--- config.mk ---
export PLATFORM = sky130hd
export DESIGN_NAME = substring_first_match_core
export DESIGN_NICKNAME = d
export VERILOG_FILES = /design/src/design/sfm_pkg.sv /design/src/design/sfm_cell.sv /design/src/design/substring_first_match_core.sv
export SDC_FILE = /design/constraint.sdc
export NUM_CORES = 2
export LEC_CHECK = 0
export ABC_CLOCK_PERIOD_IN_PS = 23100
export BUFFER_PORTS_ARGS = -buffer_cell sky130_fd_sc_hd__buf_4
export CAP_MARGIN = 20
export CORE_UTILIZATION = 30
export CTS_BUF_LIST = sky130_fd_sc_hd__clkbuf_16
export DETAILED_ROUTE_END_ITERATION = 10
export GPL_ROUTABILITY_DRIVEN = 0
export PLACE_DENSITY = 0.56
export SLEW_MARGIN = 20
export SYNTH_ARGS = -nofsm -noshare
export SYNTH_HDL_FRONTEND = slang
export SYNTH_HIERARCHICAL = 1
export SYNTH_SLANG_ARGS = --single-unit
--- constraint.sdc ---
create_clock -name i_clk -period 23.1 [get_ports i_clk]
set_input_delay 4.62 -clock i_clk [delete_from_list [all_inputs] [get_ports i_clk]]
set_output_delay 4.62 -clock i_clk [all_outputs]
set_load 0.005 [all_outputs]
--- src/design/sfm_pkg.sv ---
// ----------------------------------------------------------------------------
// sfm_pkg
// Shared constants and types for the substring first-match search core:
// field widths, function codes and the control bundle sent to every cell.
// ----------------------------------------------------------------------------
package sfm_pkg;

    // default sizing of the core
    localparam int PATTERN_MAX_DEF = 64;
    localparam int OFFSET_BITS_DEF = 32;

    // fixed field widths
    localparam int DATA_W       = 8;
    localparam int INDEX_W      = 6;
    localparam int CFG_W        = 7;
    localparam int OUT_OFFSET_W = 32;

    // item function codes
    localparam logic FUNC_PATTERN = 1'b0;
    localparam logic FUNC_TEXT    = 1'b1;

    // control broadcast to the row of cells
    typedef struct packed {
        logic              shift;    // text byte enters, window moves one cell
        logic              rotate;   // pattern moves one cell around the ring
        logic [DATA_W-1:0] wr_byte;  // pattern byte for the cell being loaded
    } t_cell_ctrl;

endpackage

--- src/design/sfm_cell.sv ---
// ----------------------------------------------------------------------------
// sfm_cell
// One position of the search row: holds one text window byte and one
// pattern byte, passes both on to its neighbor and compares them.
// ----------------------------------------------------------------------------
module sfm_cell (
    input  logic                        i_clk,
    input  sfm_pkg::t_cell_ctrl         i_ctrl,
    input  logic                        i_load,
    input  logic                        i_active,
    input  logic [sfm_pkg::DATA_W-1:0]  i_win_prev,
    input  logic [sfm_pkg::DATA_W-1:0]  i_pat_prev,
    output logic [sfm_pkg::DATA_W-1:0]  o_win,
    output logic [sfm_pkg::DATA_W-1:0]  o_pat,
    output logic                        o_match
);
    import sfm_pkg::*;

    logic [DATA_W-1:0] r_win;
    logic [DATA_W-1:0] r_pat;

    // text window byte, shifted in from the newer neighbor
    always_ff @(posedge i_clk) begin
        if (i_ctrl.shift) begin
            r_win <= i_win_prev;
        end
    end

    // pattern byte: direct load or one step of the ring rotation
    always_ff @(posedge i_clk) begin
        if (i_load) begin
            r_pat <= i_ctrl.wr_byte;
        end else if (i_ctrl.rotate) begin
            r_pat <= i_pat_prev;
        end
    end

    // positions past the pattern length always agree
    assign o_match = !i_active || (r_win == r_pat);
    assign o_win   = r_win;
    assign o_pat   = r_pat;

endmodule

--- src/design/substring_first_match_core.sv ---
// ----------------------------------------------------------------------------
// substring_first_match_core
// Streaming search for the first occurrence of a byte pattern in a text.
// ----------------------------------------------------------------------------
// The core takes one item per clock when not stalled, pattern loads and text
// bytes alike; a text's result goes through the compare stage to the output
// register after its last byte is taken. Each text byte moves the window one
// cell along a row of PATTERN_MAX cells; in the following cycle every cell
// compares its window byte with its pattern byte and the offset of the first
// hit is kept. Pattern bytes sit in the cells aligned to the current length,
// so a write to the length register starts a rotation of the pattern ring of
// one cell per cycle while the compare stage is empty, during which the input
// channel is stalled. The configuration port is always ready. The input also
// stalls while a finished result waits behind a stalled output register.
// ----------------------------------------------------------------------------
module substring_first_match_core #(
    parameter int PATTERN_MAX = sfm_pkg::PATTERN_MAX_DEF,
    parameter int OFFSET_BITS = sfm_pkg::OFFSET_BITS_DEF
) (
    input  logic                             i_clk,
    input  logic                             i_rst_n,
    // configuration write
    input  logic                             i_cfg_valid,
    output logic                             o_cfg_ready,
    input  logic [sfm_pkg::CFG_W-1:0]        i_cfg_pattern_length,
    // input items
    input  logic                             i_in_valid,
    output logic                             o_in_stall,
    input  logic                             i_func,
    input  logic [sfm_pkg::DATA_W-1:0]       i_data_byte,
    input  logic [sfm_pkg::INDEX_W-1:0]      i_pattern_index,
    input  logic                             i_last,
    // result items
    output logic                             o_out_valid,
    input  logic                             i_out_stall,
    output logic                             o_found,
    output logic [sfm_pkg::OUT_OFFSET_W-1:0] o_match_offset
);
    import sfm_pkg::*;

    localparam int IDX_W = $clog2(PATTERN_MAX);
    localparam int LEN_W = $clog2(PATTERN_MAX + 1);
    localparam int POS_W = IDX_W + 1;
    localparam int CMP_W = (OFFSET_BITS > LEN_W) ? OFFSET_BITS : LEN_W;

    // configuration and alignment state
    logic [LEN_W-1:0]       r_len;
    logic [LEN_W-1:0]       n_len;
    logic [IDX_W-1:0]       r_align;
    logic [IDX_W-1:0]       n_align;
    logic [IDX_W-1:0]       align_target;
    logic                   realign_busy;
    logic                   rotate;

    // text bookkeeping
    logic [OFFSET_BITS-1:0] r_count;
    logic [OFFSET_BITS-1:0] n_count;
    logic [OFFSET_BITS-1:0] count_inc;
    logic                   r_s1_valid;
    logic                   n_s1_valid;
    logic                   r_s1_last;
    logic [OFFSET_BITS-1:0] r_s1_count;
    logic                   r_match;
    logic [OFFSET_BITS-1:0] r_first;

    // output register
    logic                    r_out_valid;
    logic                    r_out_found;
    logic [OUT_OFFSET_W-1:0] r_out_offset;

    // handshake and datapath signals
    logic                   in_accept;
    logic                   text_accept;
    logic                   load_hit;
    logic                   index_ok;
    logic [IDX_W-1:0]       index_n;
    logic [POS_W-1:0]       pos_sum;
    logic [IDX_W-1:0]       load_pos;
    logic                   s1_block;
    logic                   s1_fire;
    logic                   all_match;
    logic                   hit;
    logic [OFFSET_BITS-1:0] hit_offset;
    t_cell_ctrl             cell_ctrl;

    logic [DATA_W-1:0]      w_win [PATTERN_MAX];
    logic [DATA_W-1:0]      w_pat [PATTERN_MAX];
    logic [PATTERN_MAX-1:0] w_match;
    logic [PATTERN_MAX-1:0] w_load;
    logic [PATTERN_MAX-1:0] w_active;

    // ------------------------------------------------------------------
    // configuration: clamp the length, track the pattern ring alignment
    // ------------------------------------------------------------------
    assign o_cfg_ready = 1'b1;

    always_comb begin
        n_len = r_len;
        if (i_cfg_valid && o_cfg_ready) begin
            if (i_cfg_pattern_length == '0) begin
                n_len = LEN_W'(1);
            end else if (32'(i_cfg_pattern_length) > 32'(PATTERN_MAX)) begin
                n_len = LEN_W'(PATTERN_MAX);
            end else begin
                n_len = LEN_W'(i_cfg_pattern_length);
            end
        end
    end

    // the ring is aligned when cell k holds pattern byte (len-1-k) mod max
    assign align_target = (r_len == LEN_W'(PATTERN_MAX)) ? '0 : IDX_W'(r_len);
    assign realign_busy = (r_align != align_target);
    assign rotate       = realign_busy && !r_s1_valid;

    always_comb begin
        n_align = r_align;
        if (rotate) begin
            n_align = (r_align == IDX_W'(PATTERN_MAX - 1)) ? '0 : r_align + 1'b1;
        end
    end

    always_ff @(posedge i_clk) begin
        if (!i_rst_n) begin
            r_len   <= LEN_W'(1);
            r_align <= IDX_W'(1);
        end else begin
            r_len   <= n_len;
            r_align <= n_align;
        end
    end

    // ------------------------------------------------------------------
    // input handshake
    // ------------------------------------------------------------------
    assign s1_block    = r_s1_valid && r_s1_last && r_out_valid && i_out_stall;
    assign s1_fire     = r_s1_valid && !s1_block;
    assign o_in_stall  = realign_busy || s1_block;
    assign in_accept   = i_in_valid && !o_in_stall;
    assign text_accept = in_accept && (i_func == FUNC_TEXT);

    // pattern load: cell position (align-1-index) mod max
    assign index_ok = (32'(i_pattern_index) < 32'(PATTERN_MAX));
    assign index_n  = IDX_W'(i_pattern_index);
    assign pos_sum  = POS_W'(r_align) + POS_W'(PATTERN_MAX - 1) - POS_W'(index_n);
    assign load_pos = (pos_sum >= POS_W'(PATTERN_MAX))
                    ? IDX_W'(pos_sum - POS_W'(PATTERN_MAX))
                    : IDX_W'(pos_sum);
    assign load_hit = in_accept && (i_func == FUNC_PATTERN) && index_ok;

    assign cell_ctrl.shift   = text_accept;
    assign cell_ctrl.rotate  = rotate;
    assign cell_ctrl.wr_byte = i_data_byte;

    // ------------------------------------------------------------------
    // row of cells
    // ------------------------------------------------------------------
    for (genvar k = 0; k < PATTERN_MAX; k++) begin : g_cell
        assign w_load[k]   = load_hit && (load_pos == IDX_W'(k));
        assign w_active[k] = (LEN_W'(k) < r_len);

        if (k == 0) begin : g_head
            sfm_cell u_cell (
                .i_clk      (i_clk),
                .i_ctrl     (cell_ctrl),
                .i_load     (w_load[k]),
                .i_active   (w_active[k]),
                .i_win_prev (i_data_byte),
                .i_pat_prev (w_pat[PATTERN_MAX-1]),
                .o_win      (w_win[k]),
                .o_pat      (w_pat[k]),
                .o_match    (w_match[k])
            );
        end else begin : g_body
            sfm_cell u_cell (
                .i_clk      (i_clk),
                .i_ctrl     (cell_ctrl),
                .i_load     (w_load[k]),
                .i_active   (w_active[k]),
                .i_win_prev (w_win[k-1]),
                .i_pat_prev (w_pat[k-1]),
                .o_win      (w_win[k]),
                .o_pat      (w_pat[k]),
                .o_match    (w_match[k])
            );
        end
    end

    // ------------------------------------------------------------------
    // byte counter and compare stage
    // ------------------------------------------------------------------
    assign count_inc = (r_count == '1) ? r_count : r_count + 1'b1;

    always_comb begin
        n_count = r_count;
        if (text_accept) begin
            n_count = i_last ? '0 : count_inc;
        end
    end

    always_comb begin
        n_s1_valid = r_s1_valid;
        if (text_accept) begin
            n_s1_valid = 1'b1;
        end else if (s1_fire) begin
            n_s1_valid = 1'b0;
        end
    end

    always_ff @(posedge i_clk) begin
        if (!i_rst_n) begin
            r_count    <= '0;
            r_s1_valid <= 1'b0;
        end else begin
            r_count    <= n_count;
            r_s1_valid <= n_s1_valid;
        end
    end

    always_ff @(posedge i_clk) begin
        if (text_accept) begin
            r_s1_last  <= i_last;
            r_s1_count <= count_inc;
        end
    end

    // window agrees over the whole length once enough bytes are in
    assign all_match  = &w_match;
    assign hit        = all_match && (CMP_W'(r_s1_count) >= CMP_W'(r_len));
    assign hit_offset = OFFSET_BITS'(CMP_W'(r_s1_count) - CMP_W'(r_len));

    // first match record, cleared when a text ends
    always_ff @(posedge i_clk) begin
        if (!i_rst_n) begin
            r_match <= 1'b0;
            r_first <= '0;
        end else if (s1_fire) begin
            if (r_s1_last) begin
                r_match <= 1'b0;
                r_first <= '0;
            end else if (!r_match && hit) begin
                r_match <= 1'b1;
                r_first <= hit_offset;
            end
        end
    end

    // ------------------------------------------------------------------
    // output register
    // ------------------------------------------------------------------
    always_ff @(posedge i_clk) begin
        if (!i_rst_n) begin
            r_out_valid <= 1'b0;
        end else if (s1_fire && r_s1_last) begin
            r_out_valid <= 1'b1;
        end else if (!i_out_stall) begin
            r_out_valid <= 1'b0;
        end
    end

    always_ff @(posedge i_clk) begin
        if (s1_fire && r_s1_last) begin
            r_out_found <= r_match || hit;
            if (r_match) begin
                r_out_offset <= OUT_OFFSET_W'(r_first);
            end else if (hit) begin
                r_out_offset <= OUT_OFFSET_W'(hit_offset);
            end else begin
                r_out_offset <= '0;
            end
        end
    end

    assign o_out_valid    = r_out_valid;
    assign o_found        = r_out_found;
    assign o_match_offset = r_out_offset;

endmodule
## After elaboration in Yosys (flattened, before gate mapping)

Cells that the tools add are included.

| cells by class | value |
|---|---|
| eq/ne operators | 132 |
| order comparisons | 67 |
| multipliers | 0 |
| add/subtract/negate cells | 6 |
| multiplexer cells | 145 |
| bitwise gates (word level) | 1 |
| shifts and indexed selects | 0 |
| reduce and logical (&&, ||, !) cells | 279 |
| div/mod/pow operators | 0 |

Operator list:

| cell | count |
|---|---|
| 8-bit 2-to-1 mux | 128 |
| 8-bit equality test | 64 |
| 6-bit by 7-bit less-than comparator with 1-bit output (first input constant) | 32 |
| 6-bit equality test (second input constant) | 33 |
| 32-bit 2-to-1 mux | 6 |
| 2-bit nonzero test | 66 |
| 5-bit by 7-bit less-than comparator with 1-bit output (first input constant) | 16 |
| 6-bit by 5-bit equality test with 1-bit output (second input constant) | 16 |
| 1-bit logical AND | 75 |
| 1-bit zero test | 68 |
| 1-bit logical OR | 66 |
| 64-bit AND reduction | 1 |
| 4-bit by 7-bit less-than comparator with 1-bit output (first input constant) | 8 |
| 6-bit by 4-bit equality test with 1-bit output (second input constant) | 8 |
| 32-bit by 1-bit adder with 32-bit output (second input constant) | 1 |
| 32-bit equality test (second input constant) | 1 |
| 32-bit by 7-bit greater-or-equal comparator with 1-bit output | 1 |
| 32-bit by 7-bit subtractor with 32-bit output | 1 |
| 3-bit by 7-bit less-than comparator with 1-bit output (first input constant) | 4 |
| 6-bit by 3-bit equality test with 1-bit output (second input constant) | 4 |
| 6-bit 2-to-1 mux | 3 |
| 1-bit by 7-bit less-than comparator with 1-bit output (first input constant) | 2 |
| 2-bit by 7-bit less-than comparator with 1-bit output (first input constant) | 2 |
| 7-bit 2-to-1 mux | 2 |
| 16 further kinds | 22 |

| word-level totals | value |
|---|---|
| memories kept | 0 |
| bits in registers | 1,170 |
| bits in latches | 0 |
| input port bits | 28 |
| word-level logic and storage cells | 769 |
| bits in read-only memories | 0 |
| bits in writable memories | 0 |

## Logic depth before layout (Yosys ltp)

| logic depth | value |
|---|---|
| word-level depth | 9 |
| gate-level depth with buffers | 14 |
| depth with buffers taken out | 11 |

## Hierarchy

Netlist, hierarchy kept.

By module, submodules not included:

| module | cells each | times used | seq. area each (um^2) | area an instance (um^2) |
|---|---|---|---|---|
| sfm_cell | 37 | 64 | 480.5 | 705.7 |
| substring_first_match_core | 1,073 | 1 | 3,583.4 | 8,947.3 |

## Least setup slack after synthesis

OpenSTA, ideal clock, no wires.

| timing path | value |
|---|---|
| path kind | input -> register |
| from | in i_out_stall |
| to | reg r_count[24] |
| data arrival time | 16,981 ps |
| setup slack | 5,995 ps |
| required time | 22,976 ps |
| stages on the path | 7 |
| path through | nand4_1 -> and3_2 -> nand3_4 -> buf_6 -> inv_1 -> a21boi_0 -> o21a_1 |

| on the way | value |
|---|---|
| longest elaborated chain between the ends | 5 |

RTL lines:

| item | line | source |
|---|---|---|
| start, declared | substring_first_match_core.sv:35 | `input logic i_out_stall,` |
| 1-bit logical AND | substring_first_match_core.sv:135 | `assign s1_block = r_s1_valid && r_s1_last && r_out_valid && i_out_stall;` |
| 1-bit logical OR | substring_first_match_core.sv:137 | `assign o_in_stall = realign_busy \|\| s1_block;` |
| 1-bit zero test | substring_first_match_core.sv:138 | `assign in_accept = i_in_valid && !o_in_stall;` |
| 1-bit logical AND | substring_first_match_core.sv:138 |  |
| 1-bit logical AND | substring_first_match_core.sv:139 | `assign text_accept = in_accept && (i_func == FUNC_TEXT);` |
| end signal, assigned | substring_first_match_core.sv:214 | `r_count <= n_count;` |
| end, declared | substring_first_match_core.sv:56 | `logic [OFFSET_BITS-1:0] r_count;` |

Every way passes these cells.
A chain may end at the register's enable or synchronous reset.

## Worst setup path after layout

| timing path | value |
|---|---|
| from | in i_out_stall |
| to | out o_in_stall |

| on the way | value |
|---|---|
| longest elaborated chain between the ends | 2 |

RTL lines:

| item | line | source |
|---|---|---|
| 1-bit logical AND | substring_first_match_core.sv:135 |  |
| 1-bit logical OR | substring_first_match_core.sv:137 |  |
| end, declared | substring_first_match_core.sv:28 | `output logic o_in_stall,` |

Every way passes these cells.

==> results.md <==
* Status: finished clean
* Most common cell after layout, fill and taps aside: edfxtp_1
* DRT Pass-1 Iters at 5
* Mux cell area share after synthesis at 0.1445
* Critical path's slowest cell: and3_2
* CTS H-tree depth at 3
* Post-route clock period utilization at 0.4315
* Site Rows at 155
* Data required, critical path at 18.48 ns
* TritonCTS buffer count at 117
* Compound-cell area share of the yosys netlist at 0.03882
* Max Slew Vio Count at 0
* Max Fclk at 100.3 MHz
* Number of max-cap violations at 0
* Clock root cell: clkbuf_16
* Pwr per Cell Area at 121.8 mW/mm2
* Vias at 28400
* Antenna-violating nets left at 0
* Critical-path cell list: buf_4 -> nand4_1 -> and3_2 -> inv_1 -> buf_4
* Syn nets at 3485
* Residual DRC at 0
* Hold Crit Class: reg2reg
* Post-CTS Hold Fix Bufs at 0
* Share of the synthesized area in the top cell type at 0.6049
* Final min period at 9.969 ns
* Critical path origin: i_out_stall
* Drt wl/cell at 20.97 um
* IO Pins at 64
* Post-synth ARST share at 0
* CTS Buffer Depth at 3
* Crit path max fanout at 4
* Startpoint Class: input pin
* Skew final at 0.07510 ns
* Fin. Hold Viols at 0
* P_leak at 0.01975 uW
* Worst slew pin tran at 1.116 ns
* CP endpoint kind: output port
* Syn Area/Cell at 15.73 um2
* Synth Register Bits at 1170
* PostCTS Resize Cnt at 0
* Die height at 426.7 um
* Final setup violating endpoints at 0
* RSZ-0062 raised after global routing: false
* Largest net degree at the start of global routing at 150
* XOR/XNOR share of the synthesized area at 0.09161
* First-pass GRT wire length at 183600 um
* DPL Wire Length at 81150 um
* Synth Area in Adders at 0.003977
* Vias in the first global route at 28710
* Worst r2r path cells at 8
* Initial DRC count at 2006
* Synth Warn # at 6
* Antenna violations before repair at 1
* Count of cell types in the netlist at 72
* Cell taking the most area after synthesis: edfxtp_1
* Hold Slack at 0.4184 ns
* Synth Cell Area at 0.05411 mm2
* Die ar. at 0.1821 mm2
* Worst r2r dst: g_cell[37].g_body.u_cell/o_win[1]$_DFFE_PP_
* Setup TNS at 0 ns
* WP data arrival at 5.35 ns
* CP most frequent cell: buf_4
* Post-CTS setup buffers at 0
* Total gr overflow at 0
* Layout cells sized above 1 at 0.2231
* Syn Inst Count at 3441
* Nets at 3559
* PortBufs at 62
* DIE WIDTH at 426.7 um
* TritonCTS clock tree: built
* Final WL at 125100 um
* Worst vdd ir at 0.00006509 V
* Simple-Gate Fraction of Synth Area at 0.06495
* Initial core utilization at 0.3026
* EDFF count, synth at 1090
* CTS clk-pin slew, worst paths at 0.07 ns
* Vias per inst at 4.759
* Most frequent cells in the layout: edfxtp_1, xnor2_1, mux2_4
* Worst-Skew Late Latency at 0.77 ns
* Crit Path Category: in2out
* Main combinational cell family by area after synthesis: multiplexers
* Synth area leaders: edfxtp_1, mux2_4, xnor2_1
* Worst slew margin at 0.2559
* Worst Setup EP: o_in_stall
* Leading register cell type out of synthesis: edfxtp_1
* Core Area at 0.1788 mm2
* Seq/Total Area, Yosys at 0.6345
* Layout Area Growth over Synthesis at 12.17%
* Worst flop-to-flop path startpoint: r_len[0]$_SDFFE_PN1P_
* Total GRT Usage at 0.1353
* Slowest cell delay on critical path at 0.30 ns
* Reg2Reg Setup Slack at 17.26 ns
* Clock sink total at 1170
stage by stage:
step | area, um2 | cells | total power, uW | worst slack [ns] | util
2_1_floorplan | 54110 | 3441 | 5038 | 5.995 | -
3_3_place_gp | 56750 | 5751 | 5441 | 13.16 | 0.3174
3_5_place_dp | 56760 | 5751 | 5471 | 13.13 | 0.3174
4_1_cts | 60690 | 5964 | 7458 | 13.13 | 0.3394
5_1_grt | 60690 | 5964 | 7718 | 13.07 | 0.3394
6_report | 60700 | 5967 | 7394 | 13.13 | 0.3395
flip-flops by register name, summed over array words and instances, names as in the netlist:
signal	flops
r_s1_valid	1
g_cell.g_head.u_cell/o_win	8
r_match	1
r_s1_count	32
r_first	32
r_count	32
o_match_offset	32
o_out_valid	1
g_cell.g_body.u_cell/o_pat	504
g_cell.g_body.u_cell/o_win	504
r_len	7
g_cell.g_head.u_cell/o_pat	8
r_s1_last	1
r_align	6
o_found	1
final cells by class:
type / count / area [um2]
fill: 17180 / 118100
sequential: 1170 / 34330
multi-input combinational: 2102 / 18650
tap: 2355 / 2947
clock buffer: 117 / 2928
clock inverter: 96 / 999.7
timing repair buffer: 93 / 710.7
inverter: 31 / 123.9
antenna: 3 / 7.507
worst max-delay path, delay by kind of cell:
kind	cells	cell delay, ns
buffers and inverters	3	0.25
AND/OR/NAND/NOR	2	0.46
how the worst min path moves through the flow:
stage,start,end,slack [ns],cells after the start
2_1_floorplan,g_cell[9].g_body.u_cell/o_win[0]$_DFFE_PP_,g_cell[10].g_body.u_cell/o_win[0]$_DFFE_PP_,0.45,0
3_3_place_gp,g_cell[52].g_body.u_cell/o_win[0]$_DFFE_PP_,g_cell[53].g_body.u_cell/o_win[0]$_DFFE_PP_,0.45,0
3_5_place_dp,g_cell[52].g_body.u_cell/o_win[4]$_DFFE_PP_,g_cell[53].g_body.u_cell/o_win[4]$_DFFE_PP_,0.46,0
4_1_cts,g_cell[60].g_body.u_cell/o_win[2]$_DFFE_PP_,g_cell[61].g_body.u_cell/o_win[2]$_DFFE_PP_,0.40,0
5_1_grt,g_cell[60].g_body.u_cell/o_win[2]$_DFFE_PP_,g_cell[61].g_body.u_cell/o_win[2]$_DFFE_PP_,0.42,0
6_report,g_cell[60].g_body.u_cell/o_win[2]$_DFFE_PP_,g_cell[61].g_body.u_cell/o_win[2]$_DFFE_PP_,0.42,0
cell usage after synthesis (7+ instances only):
cell,count
nor4_1,19
o211ai_1,11
inv_1,29
and3_1,7
clkbuf_1,54
buf_6,68
xor2_1,20
a21oi_1,67
edfxtp_1,1090
o21ai_1,94
nand2_1,132
nor3_1,20
o21bai_1,18
xnor2_1,546
nand4_1,164
nand3_1,28
o31a_1,14
ha_1,14
o21ai_0,65
nand2b_1,8
o21a_1,9
a31oi_1,13
dfxtp_1,80
nand3b_1,22
or4_1,21
or2_1,65
nor2_1,121
o31ai_1,15
mux2_4,512
buf_2,12
or3_1,9
routing by layer:
layer,share of wire,wire length [um],global-route usage
met4,0.029,3655,0.04345
met5,0.00010,13,0
met2,0.45,56680,0.2115
met1,0.45,55720,0.1812
met3,0.072,9061,0.03654
logic make-up (layout without fill, tap and decap cells):
group                      after synthesis  count (layout)
adders and majority gates               16              16
buffers and inverters                  169             337
other                                    1               4
and+or+nand+nor                        647             647
DFF                                   1170            1170
AOI/OAI and AO/OA                      348             348
muxes                                  524             524
xor gates and xnor gates               566             566
where the power goes:
group	switching, uW	total [uW]	internal (uW)
Sequential	505	3730	3230
Combinational	724	1720	991
Clock	834	1950	1110
Total	2060	7390	5330
No activity file was read; power rests on OpenSTA's default activity.
